File: src/hdl/sqjd_pkg.sv
package sqjd_pkg;

    localparam int QUEUE_DEPTH = 3;
    localparam int NSRV = 2;
    localparam int FILL_W = $clog2(QUEUE_DEPTH + 1);
    localparam int SLOT_W = $clog2(QUEUE_DEPTH * NSRV);

    localparam logic OP_TICK = 1'b0;
    localparam logic OP_ARRIVE = 1'b1;

    typedef enum logic [2:0] {
        ST_IDLE,
        ST_SRV,
        ST_DISP,
        ST_ARR,
        ST_EMIT,
        ST_DONE
    } state_t;

    typedef struct packed {
        logic [15:0] id;
        logic [31:0] arrival;
        logic [31:0] duration;
        logic [31:0] deadline;
    } job_t;

    typedef struct packed {
        logic [15:0] id;
        logic [1:0]  server;
        logic        outcome;
        logic [31:0] event_time;
        logic [31:0] delay;
    } result_t;

endpackage

File: src/hdl/shortest_queue_job_dispatcher.sv
// channel | direction | handshake   | payload
// in      | input     | valid/stall | opcode job_id duration deadline
// out     | output    | valid/stall | out_job_id server outcome event_time delay last
// cfg     | input     | valid/ready | cfg_data (servers_in_use)
// One sequencer walks servers then queues, one event per cycle unless a held result
// is stalled, and each result waits in a holding register ahead of the output register.
// Reset clears time, fills and busy flags; servers_in_use resets to 2.
// Stall on out holds the sequencer once both result registers are full;
// in_stall is high while an item is in work.
module shortest_queue_job_dispatcher (
    input  logic        clk,
    input  logic        rst_n,
    input  logic        in_valid,
    output logic        in_stall,
    input  logic        opcode,
    input  logic [15:0] job_id,
    input  logic [31:0] duration,
    input  logic [31:0] deadline,
    output logic        out_valid,
    input  logic        out_stall,
    output logic [15:0] out_job_id,
    output logic [1:0]  server,
    output logic        outcome,
    output logic [31:0] event_time,
    output logic [31:0] delay,
    output logic        last,
    input  logic        cfg_valid,
    output logic        cfg_ready,
    input  logic [1:0]  cfg_data
);

    sqjd_pkg::state_t state_reg, state_next;
    logic [1:0]  siu_reg;
    logic [31:0] now_reg, now_next;
    logic        sel_reg, sel_next;
    logic        busy_reg [2];
    logic        busy_next [2];
    sqjd_pkg::job_t run_reg [2];
    sqjd_pkg::job_t run_next [2];
    logic [31:0] start_reg [2];
    logic [31:0] start_next [2];
    sqjd_pkg::job_t arr_reg;
    sqjd_pkg::job_t arr_next;
    logic        op_reg, op_next;

    logic            ov_reg, ov_next;
    sqjd_pkg::result_t or_reg, or_next;
    logic            olast_reg, olast_next;
    logic            pend_reg, pend_next;
    sqjd_pkg::result_t pr_reg, pr_next;

    logic        push, push_q, pop, pop_q;
    sqjd_pkg::job_t head;
    logic [sqjd_pkg::FILL_W-1:0] fill0, fill1, fq;
    logic        emit;
    sqjd_pkg::result_t er;
    logic        q;
    logic [31:0] rem;

    sqjd_queues u_q (
        .clk(clk), .rst_n(rst_n),
        .push(push), .push_q(push_q), .push_job(arr_reg),
        .pop(pop), .pop_q(pop_q), .head_job(head),
        .fill0(fill0), .fill1(fill1)
    );

    assign in_stall  = (state_reg != sqjd_pkg::ST_IDLE);
    assign cfg_ready = (state_reg == sqjd_pkg::ST_IDLE) && !ov_reg && !pend_reg;
    assign out_valid = ov_reg;
    assign out_job_id = or_reg.id;
    assign server = or_reg.server;
    assign outcome = or_reg.outcome;
    assign event_time = or_reg.event_time;
    assign delay = or_reg.delay;
    assign last = olast_reg;

    // out register free to load this cycle
    logic ofree;
    assign ofree = !ov_reg || !out_stall;

    always_comb
    begin
        state_next = state_reg;
        now_next = now_reg;
        sel_next = sel_reg;
        busy_next = busy_reg;
        run_next = run_reg;
        start_next = start_reg;
        arr_next = arr_reg;
        op_next = op_reg;
        ov_next = ov_reg && out_stall;
        or_next = or_reg;
        olast_next = olast_reg;
        pend_next = pend_reg;
        pr_next = pr_reg;
        push = 1'b0;
        push_q = 1'b0;
        pop = 1'b0;
        pop_q = sel_reg;
        emit = 1'b0;
        er = pr_reg;
        q = sel_reg;
        fq = sel_reg ? fill1 : fill0;
        rem = run_reg[sel_reg].duration;
        unique case (state_reg)
            sqjd_pkg::ST_IDLE:
            begin
                if (in_valid)
                begin
                    op_next = opcode;
                    arr_next = '{id: job_id, arrival: now_reg, duration: duration,
                                 deadline: deadline};
                    sel_next = 1'b0;
                    if (opcode == sqjd_pkg::OP_TICK)
                    begin
                        now_next = now_reg + 32'd1;
                        state_next = sqjd_pkg::ST_SRV;
                    end
                    else
                    begin
                        state_next = sqjd_pkg::ST_ARR;
                    end
                end
            end
            sqjd_pkg::ST_ARR:
            begin
                q = (siu_reg == 2'd1) ? 1'b0 : ((fill0 <= fill1) ? 1'b0 : 1'b1);
                fq = q ? fill1 : fill0;
                if (fq >= sqjd_pkg::FILL_W'(sqjd_pkg::QUEUE_DEPTH)
                    || now_reg > arr_reg.deadline)
                begin
                    emit = 1'b1;
                    er = '{id: arr_reg.id, server: 2'd0, outcome: 1'b1,
                           event_time: now_reg, delay: 32'd0};
                    state_next = sqjd_pkg::ST_DONE;
                end
                else
                begin
                    push = 1'b1;
                    push_q = q;
                    sel_next = q;
                    op_next = sqjd_pkg::OP_ARRIVE;
                    state_next = sqjd_pkg::ST_DISP;
                end
            end
            sqjd_pkg::ST_SRV:
            begin
                if (busy_reg[sel_reg])
                begin
                    rem = run_reg[sel_reg].duration;
                    if (rem <= 32'd1)
                    begin
                        emit = 1'b1;
                        er = '{id: run_reg[sel_reg].id, server: {1'b0, 1'b0} + {sel_reg, ~sel_reg},
                               outcome: 1'b0, event_time: now_reg,
                               delay: start_reg[sel_reg] - run_reg[sel_reg].arrival};
                        busy_next[sel_reg] = 1'b0;
                    end
                    else
                    begin
                        run_next[sel_reg].duration = rem - 32'd1;
                        if (run_reg[sel_reg].deadline <= now_reg)
                        begin
                            emit = 1'b1;
                            er = '{id: run_reg[sel_reg].id, server: {sel_reg, ~sel_reg},
                                   outcome: 1'b1, event_time: now_reg,
                                   delay: now_reg - run_reg[sel_reg].arrival};
                            busy_next[sel_reg] = 1'b0;
                        end
                    end
                end
                sel_next = ~sel_reg;
                if (sel_reg)
                begin
                    sel_next = 1'b0;
                    state_next = sqjd_pkg::ST_DISP;
                end
            end
            sqjd_pkg::ST_DISP:
            begin
                if (fq != '0 && !busy_reg[sel_reg])
                begin
                    pop = 1'b1;
                    run_next[sel_reg] = head;
                    start_next[sel_reg] = now_reg;
                    if (head.deadline <= now_reg)
                    begin
                        emit = 1'b1;
                        er = '{id: head.id, server: {sel_reg, ~sel_reg}, outcome: 1'b1,
                               event_time: now_reg, delay: now_reg - head.arrival};
                    end
                    else
                    begin
                        busy_next[sel_reg] = 1'b1;
                    end
                end
                else if (op_reg == sqjd_pkg::OP_ARRIVE || sel_reg)
                begin
                    state_next = sqjd_pkg::ST_DONE;
                end
                else
                begin
                    sel_next = 1'b1;
                end
            end
            sqjd_pkg::ST_DONE:
            begin
                if (ofree && !ov_next)
                begin
                    if (pend_reg)
                    begin
                        ov_next = 1'b1;
                        or_next = pr_reg;
                        olast_next = 1'b1;
                        pend_next = 1'b0;
                    end
                    state_next = sqjd_pkg::ST_IDLE;
                end
            end
            sqjd_pkg::ST_EMIT:
            begin
                state_next = sqjd_pkg::ST_IDLE;
            end
            default:
            begin
                state_next = sqjd_pkg::ST_IDLE;
            end
        endcase
        // held result goes out (not last) once a newer one arrives
        if (emit)
        begin
            if (pend_reg)
            begin
                ov_next = 1'b1;
                or_next = pr_reg;
                olast_next = 1'b0;
            end
            pend_next = 1'b1;
            pr_next = er;
        end
        // stall the sequencer while a held result cannot move
        if (pend_reg && !ofree && state_reg != sqjd_pkg::ST_DONE)
        begin
            state_next = state_reg;
            sel_next = sel_reg;
            busy_next = busy_reg;
            run_next = run_reg;
            start_next = start_reg;
            ov_next = ov_reg;
            or_next = or_reg;
            olast_next = olast_reg;
            pend_next = pend_reg;
            pr_next = pr_reg;
            op_next = op_reg;
            push = 1'b0;
            pop = 1'b0;
        end
    end

    always_ff @(posedge clk or negedge rst_n)
    begin
        if (!rst_n)
        begin
            state_reg <= sqjd_pkg::ST_IDLE;
            siu_reg <= 2'd2;
            now_reg <= '0;
            sel_reg <= 1'b0;
            busy_reg[0] <= 1'b0;
            busy_reg[1] <= 1'b0;
            ov_reg <= 1'b0;
            pend_reg <= 1'b0;
            op_reg <= 1'b0;
        end
        else
        begin
            state_reg <= state_next;
            if (cfg_valid && cfg_ready)
            begin
                siu_reg <= cfg_data;
            end
            now_reg <= now_next;
            sel_reg <= sel_next;
            busy_reg <= busy_next;
            ov_reg <= ov_next;
            pend_reg <= pend_next;
            op_reg <= op_next;
        end
    end

    always_ff @(posedge clk)
    begin
        run_reg <= run_next;
        start_reg <= start_next;
        arr_reg <= arr_next;
        or_reg <= or_next;
        olast_reg <= olast_next;
        pr_reg <= pr_next;
    end

    a_out_hold: assert property (@(posedge clk) disable iff (!rst_n)
        out_valid && out_stall |=> out_valid && $stable(out_job_id))
        else $error("result changed under stall");
    a_busy_in: assert property (@(posedge clk) disable iff (!rst_n)
        state_reg != sqjd_pkg::ST_IDLE |-> in_stall)
        else $error("input open during work");
    a_fill: assert property (@(posedge clk) disable iff (!rst_n)
        fill0 <= sqjd_pkg::FILL_W'(sqjd_pkg::QUEUE_DEPTH)
        && fill1 <= sqjd_pkg::FILL_W'(sqjd_pkg::QUEUE_DEPTH))
        else $error("queue overfilled");
    a_cfg: assert property (@(posedge clk) disable iff (!rst_n)
        cfg_ready |-> !pend_reg)
        else $error("config while busy");

endmodule

File: src/hdl/sqjd_queues.sv
module sqjd_queues (
    input  logic                                   clk,
    input  logic                                   rst_n,
    input  logic                                   push,
    input  logic                                   push_q,
    input  sqjd_pkg::job_t                         push_job,
    input  logic                                   pop,
    input  logic                                   pop_q,
    output sqjd_pkg::job_t                         head_job,
    output logic [sqjd_pkg::FILL_W-1:0]            fill0,
    output logic [sqjd_pkg::FILL_W-1:0]            fill1
);

    sqjd_pkg::job_t                mem_reg [sqjd_pkg::NSRV][sqjd_pkg::QUEUE_DEPTH];
    logic [sqjd_pkg::FILL_W-1:0]   fill_reg [sqjd_pkg::NSRV];

    assign fill0 = fill_reg[0];
    assign fill1 = fill_reg[1];
    assign head_job = mem_reg[pop_q][0];

    always_ff @(posedge clk or negedge rst_n)
    begin
        if (!rst_n)
        begin
            fill_reg[0] <= '0;
            fill_reg[1] <= '0;
        end
        else if (push)
        begin
            fill_reg[push_q] <= fill_reg[push_q] + sqjd_pkg::FILL_W'(1);
        end
        else if (pop)
        begin
            fill_reg[pop_q] <= fill_reg[pop_q] - sqjd_pkg::FILL_W'(1);
        end
    end

    always_ff @(posedge clk)
    begin
        if (push)
        begin
            mem_reg[push_q][fill_reg[push_q][sqjd_pkg::FILL_W-1:0]] <= push_job;
        end
        else if (pop)
        begin
            for (int i = 0; i + 1 < sqjd_pkg::QUEUE_DEPTH; i++)
            begin
                mem_reg[pop_q][i] <= mem_reg[pop_q][i+1];
            end
        end
    end

endmodule

File: config.mk
export PLATFORM = sky130hd
export DESIGN_NAME = shortest_queue_job_dispatcher
export DESIGN_NICKNAME = d
export VERILOG_FILES = /design/src/hdl/sqjd_pkg.sv /design/src/hdl/shortest_queue_job_dispatcher.sv /design/src/hdl/sqjd_queues.sv
export SDC_FILE = /design/constraint.sdc
export NUM_CORES = 2
export LEC_CHECK = 0
export ABC_AREA = 1
export BUFFER_PORTS_ARGS = -buffer_cell sky130_fd_sc_hd__clkbuf_2
export CELL_PAD_IN_SITES_DETAIL_PLACEMENT = 1
export CELL_PAD_IN_SITES_GLOBAL_PLACEMENT = 2
export CORE_MARGIN = 2
export CORE_UTILIZATION = 30
export CTS_BUF_LIST = sky130_fd_sc_hd__clkbuf_16
export CTS_CLUSTER_SIZE = 8
export DETAILED_ROUTE_END_ITERATION = 16
export GPL_ROUTABILITY_DRIVEN = 0
export GPL_TIMING_DRIVEN = 0
export PLACE_DENSITY_LB_ADDON = 0.1
export SLEW_MARGIN = 15
export SYNTH_ARGS = -nofsm -noshare
export SYNTH_HDL_FRONTEND = slang
export SYNTH_HIERARCHICAL = 1
export SYNTH_SLANG_ARGS = --single-unit
File: constraint.sdc
create_clock -name clk -period 9.78 [get_ports clk]
set_input_delay 0 -clock clk [delete_from_list [all_inputs] [get_ports clk]]
set_output_delay 0 -clock clk [all_outputs]
set_load 0.02 [all_outputs]
**Word-level counts from Yosys, hierarchy flattened**

Memory sizes are Yosys's and may differ from the RTL's.
Cells that the tools add are included.

- Output and inout bits: 87
- Logic and storage cells: 241
- Memory bits (writable): 672
- Register bits: 614
- Memories: 1
- Input port bits: 88

Memories:

| memory | depth | width | rd ports | clocked after Yosys merged registers in | write ports | RTL line | source |
|---|---|---|---|---|---|---|---|
| u_q.mem_reg | 2 | 336 | 1 | 0 | 1 | sqjd_queues.sv:14 | `sqjd_pkg::job_t mem_reg [sqjd_pkg::NSRV][sqjd_pkg::QUEUE_DEPTH];` |

- Muxes and demuxes: 115
- Equality and inequality tests: 20
- Add/sub/neg operators: 7
- Bitwise logic cells: 9
- Reductions and logical operators: 41
- Magnitude comparators: 12

Operators by type and width:

| kind | number |
|---|---|
| $mux 336 | 3 |
| $mux 83 | 11 |
| $mux 224 | 3 |
| $mux 112 | 5 |
| $bwmux 224 | 2 |
| $pmux 224 s2 | 1 |
| $reduce_or 336->1 | 1 |
| $pmux 83 s3 | 1 |
| $demux 112 s1 | 2 |
| $demux 112 s2 | 1 |
| $mux 32 | 4 |
| $sub 32x32->32 | 3 |
| $bwmux 64 | 1 |
| $le 32x32->1 | 2 |
| $mux 64 | 1 |
| $mux 1 | 45 |
| $add 32x1->32 const B | 1 |
| $demux 32 s1 | 1 |
| $gt 32x32->1 | 1 |
| $le 32x1->1 const B | 1 |
| $mux 2 | 16 |
| $sub 32x1->32 const B | 1 |
| $ne 2x2->1 const B | 13 |
| $mux 3 | 6 |
| other kinds (40) | 78 |

**Depth between registers and ports, before layout**

- Depth after elaboration: 19
- Depth in mapped cells: 30
- Gate-level depth less buffers: 28

**Modules after synthesis**

The synthesis kept the hierarchy.

By module, submodules not included:

| module | seq. area each (µm²) | times used | area an instance (µm²) | cells an instance |
|---|---|---|---|---|
| shortest_queue_job_dispatcher | 18,103.6 | 1 | 32,826.5 | 3,544 |
| sqjd_queues | 20,279.4 | 1 | 26,345.3 | 2,077 |

**Worst setup path after synthesis**

Ideal clock, no wire load.

- Path kind: reg2reg
- From: reg now_reg[7]
- To: mem u_q/mem_reg[0][0] (netlist name), enable pin
- Arrival: 9.704 ns
- Data required time: 9.060 ns
- Clock period less this slack: 10.424 ns
- Slack: -0.644 ns
- Buffers on the path: 1
- Library setup time: 0.720 ns
- Stages on the path, launching flop included: 17
- Cell sequence: dfrtp_1 > ha_1 > a21o_1 > nor2_1 > nand2_1 > nand2_1 > nand2_1 > nand2_1 > nand2_1 > nand2_1 > nand3_1 > nor2_1 > nor2_4 > buf_6 > nand2_1 > nand2_1 > nor3_1

- Elaborated cells between the ends (all ways): 24
- Those cells by class: order compare: 3; mux: 16; bitwise: 2; reduce/logical: 3

RTL lines:

| element | RTL line | source |
|---|---|---|
| start, declared | shortest_queue_job_dispatcher.sv:34 | `logic [31:0] now_reg, now_next;` |
| start signal, assigned | shortest_queue_job_dispatcher.sv:281 | `now_reg <= now_next;` |
| $gt 32x32->1 * | shortest_queue_job_dispatcher.sv:130 | `\|\| now_reg > arr_reg.deadline)` |
| $logic_or 1x1->1 * | shortest_queue_job_dispatcher.sv:130 |  |
| $mux 1 * | shortest_queue_job_dispatcher.sv:129 | `if (fq >= sqjd_pkg::FILL_W'(sqjd_pkg::QUEUE_DEPTH)` |
| $mux 1 * | shortest_queue_job_dispatcher.sv:105 | `unique case (state_reg)` |
| $mux 1 * | shortest_queue_job_dispatcher.sv:242 | `if (pend_reg && !ofree && state_reg != sqjd_pkg::ST_DONE)` |
| net push | shortest_queue_job_dispatcher.sv:52 | `logic push, push_q, pop, pop_q;` |
| $mux 1 | sqjd_queues.sv:40 | `if (push)` |
| $mux 1 (implied by the code) | sqjd_queues.sv:48 | `mem_reg[pop_q][i] <= mem_reg[pop_q][i+1];` |
| $reduce_or 336->1 (no line) | - |  |
| $mux 1 (no line) / $mux 336 (equally long branches) | - |  |
| end, declared | sqjd_queues.sv:14 |  |

The timed path passes the listed nets; every way through them passes the cells marked *. The select of a mux whose other input is x is not followed.

**Worst setup path after layout**

- From: reg now_reg[22]
- To: mem u_q/mem_reg[1][132] (netlist name), enable pin

Same word-level chain as after synthesis.

==> out/qor.txt <==
Clock transition at the registers of the reported paths - 0.05 ns
Clock share of power - 0.256
Sw Ratio - 0.399
Crit-path max cell delay - 1.23 ns
Crit-path cells - ha_1 -> nand3_1 -> nor2_1 -> nand2_1 -> nand3_1 -> a21oi_1 -> nand2_1 -> nand2_1 -> nand3_1 -> nor2_1 -> nor2_4 -> inv_2 -> buf_4 -> nand2_1 -> nand2_1 -> inv_1 -> nor2_4 -> buf_12 -> buf_12 -> buf_12 -> buf_12
Final Hold Fails - 0
Start of the worst register-to-register path - now_reg[22]
Wire per inst - 23.0 um
Critical path class - flop to flop
Slew Viols, Final - 0
WL final - 206 mm
Critical path's top delay family - simple AND/OR/NAND/NOR gates
Post-CTS sizing - 0
Worst setup path start - now_reg[22]
Leak Pwr - 28.5 nW
CP max FO - 25
Syn nets - 5878
Post-CTS setup buffers - 0
Initial detailed-routing violation count - 2513
Total CTS buffers - 181
Dpl cells - 8493
Sink Count - 1286
Residual DRC - 0
Ys async rst share - 0.0365
Comb power frac - 0.373
Pwr/cell area - 311 nW/um^2
# nets final - 6467
R2r setup slk - 3.25 ns
Post-synth EDFFs - 1239
CORE AREA - 197000 um^2
Max reg flops - 672
Critical Path End - u_q/mem_reg[1][132]
Cell Area, Placed - 64700 um^2
Vias in the first global route - 44.0k
IO Port Bufs - 174
Antenna Nets Post-Route - 0
Switching power - 8.87 mW
Yosys reg bits - 1286
Final Skew - 0.0474 ns
Multi-input combinational cell area - 18000 um^2
Mapped Area - 59200 um^2
Antenna violations before repair - 23
IO Pins - 175
Minimum clock period - 6.53 ns
Worst EP arrival - 7.04 ns
Critical Path RT - 10.29 ns
P&R area growth vs syn - 20.9%
DP Wirelength - 153 mm
DRT Pass-1 Iters - 5
# hold bufs at CTS - 174
Worst hold margin - 0.219 ns
WP buf/inv - 7
RSZ-0062 raised after global routing - false
Finish-stage setup viols - 0
Synth warn - 6
Final Instance Count excl. Fillers - 8922
Library cells used by synthesis - 56
Maxcap violations - 0
Top_reg_cell synth - edfxtp_1
Most frequent cells in the layout - nand2_1, edfxtp_1, nor2_1
Final period util - 0.668
Worst setup SP type - flop
Worst slew pin tran - 1.34 ns
Relative slew slack - 0.106
Die W - 448 um
Global route overflow - 0
Achievable clock frequency - 153 MHz
Commonest non-fill, non-tap cell in the layout - nand2_1
Flop pwr share - 0.371
Crit path depth - 21
Layout cells sized above 1 - 0.0992
Die Y-Extent - 448 um
Fillers - 21.8k
Vias per inst - 4.73
CTS max path bufs - 3
Hold-critical path depth - 5
Clk_lat worst skew - 0.84 ns
CP Capture Type - flop
Register area share after synthesis - 0.649
Post-synthesis cell count - 5621
Reg area - 38400 um^2
Final non-filler cell area - 71500 um^2
Worst Hold Class - primary input to flop
Max H-tree Level - 4
Initial Util - 0.301
Critical path's most frequent cell - nand2_1
Outcome - finished clean
FP Rows - 163
Mean area per synthesized cell - 10.5 um^2
Gr usage total - 0.206
FF-to-FF path depth - 21
VDD IR max - 0.165 mV
Total number of vias - 42.2k
FF-to-FF End - u_q/mem_reg[1][132]
First-pass GRT wire length - 300 mm
Die area - 201000 um^2
Largest net degree at the start of global routing - 66
Int Pwr - 13.4 mW
Root Buffer - clkbuf_16
TNS Setup - 0 ns
Slowest library cell on the worst path - dfrtp_1
Clock tree from TritonCTS - yes
==> final cells by class <==
| cell class | count | share of cell area |
|---|---|---|
| Inverter | 470 | 0.0248 |
| Clock buffer | 181 | 0.0633 |
| Buffer | 231 | 0.0165 |
| Antenna cell | 3 | 0.000105 |
| Timing Repair Buffer | 406 | 0.0538 |
| Tap cell | 2640 | 0.0462 |
| Sequential cell | 1286 | 0.537 |
| Clock inverter | 71 | 0.00729 |
| Multi-Input combinational cell | 3634 | 0.251 |
==> worst min path at each step <==
stage / startpoint / endpoint
2_1_floorplan: rst_n / async pin
3_3_place_gp: duration[8] / arr_reg[40]
3_5_place_dp: rst_n / now_reg[7]
4_1_cts: opcode / now_reg[1]
5_1_grt: opcode / now_reg[1]
6_report: opcode / now_reg[1]
==> worst min-delay path: stages <==
cell and delay [ns]:
dlygate4sd3_1 0.57, clkbuf_2 0.17, nor3_4 0.10, nand2_1 0.07
o21ai_0 0.07
==> Yosys cell counts, types with 6 or more instances <==
| master | count | area share |
|---|---|---|
| buf_2 | 77 | 0.0065 |
| nand2_2 | 13 | 0.0014 |
| nand2_1 | 1561 | 0.099 |
| nor2_2 | 13 | 0.0014 |
| ha_1 | 167 | 0.035 |
| nand4_1 | 50 | 0.0053 |
| buf_1 | 11 | 0.00070 |
| mux2i_1 | 61 | 0.010 |
| o22ai_1 | 58 | 0.0061 |
| o21ai_0 | 367 | 0.031 |
| o21bai_1 | 8 | 0.0010 |
| clkbuf_1 | 112 | 0.0071 |
| nor2_1 | 576 | 0.037 |
| dfrtp_1 | 46 | 0.019 |
| nand3b_1 | 8 | 0.0010 |
| a21o_1 | 18 | 0.0023 |
| nand3_1 | 189 | 0.016 |
| xor2_1 | 55 | 0.0081 |
| a31oi_1 | 8 | 0.00085 |
| nor3_1 | 35 | 0.0030 |
| o21a_1 | 9 | 0.0011 |
| nor4_1 | 9 | 0.00095 |
| xnor2_1 | 16 | 0.0024 |
| nor2_4 | 7 | 0.0013 |
| inv_1 | 461 | 0.029 |
| a21oi_1 | 147 | 0.012 |
| or2_2 | 6 | 0.00063 |
| edfxtp_1 | 1239 | 0.63 |
| buf_4 | 13 | 0.0016 |
| buf_6 | 12 | 0.0023 |
| o21ai_1 | 217 | 0.018 |
==> power by group through the flow <==
| stage | logic (mW) | registers [mW] | clock network, mW |
|---|---|---|---|
| after floorplan | 4.65 | 8.54 | 0 |
| after global placement | 7.91 | 8.63 | 0 |
| after detailed placement | 8.39 | 8.37 | 0 |
| after CTS | 8.49 | 8.27 | 5.88 |
| after global routing | 9.28 | 8.35 | 6.08 |
| final | 8.30 | 8.25 | 5.70 |
==> stage by stage <==
step / power [mW] / utilization / setup slack [ns]
2_1_floorplan: 13.2 / - / 2.08
3_3_place_gp: 16.5 / 0.322 / -4.62
3_5_place_dp: 16.8 / 0.329 / 3.14
4_1_cts: 22.6 / 0.364 / 3.12
5_1_grt: 23.7 / 0.364 / 2.88
6_report: 22.3 / 0.364 / 3.25
==> per-layer routing <==
layer | GRT usage | wire [um]
met1 | 0.274 | 91900
met2 | 0.356 | 101000
met3 | 0.0236 | 7940
met4 | 0.0545 | 4760
met5 | 0 | 0
==> kinds of logic after synthesis <==
group / Yosys count / share of synthesized area
simple gates: 2482 / 0.169
flops: 1286 / 0.649
compound gates: 850 / 0.0758
buf+inv: 701 / 0.0498
fa+ha+maj: 169 / 0.0360
xor+xnor: 71 / 0.0105
mux: 62 / 0.0105
Note: power is estimated with default switching activity, not from simulation.
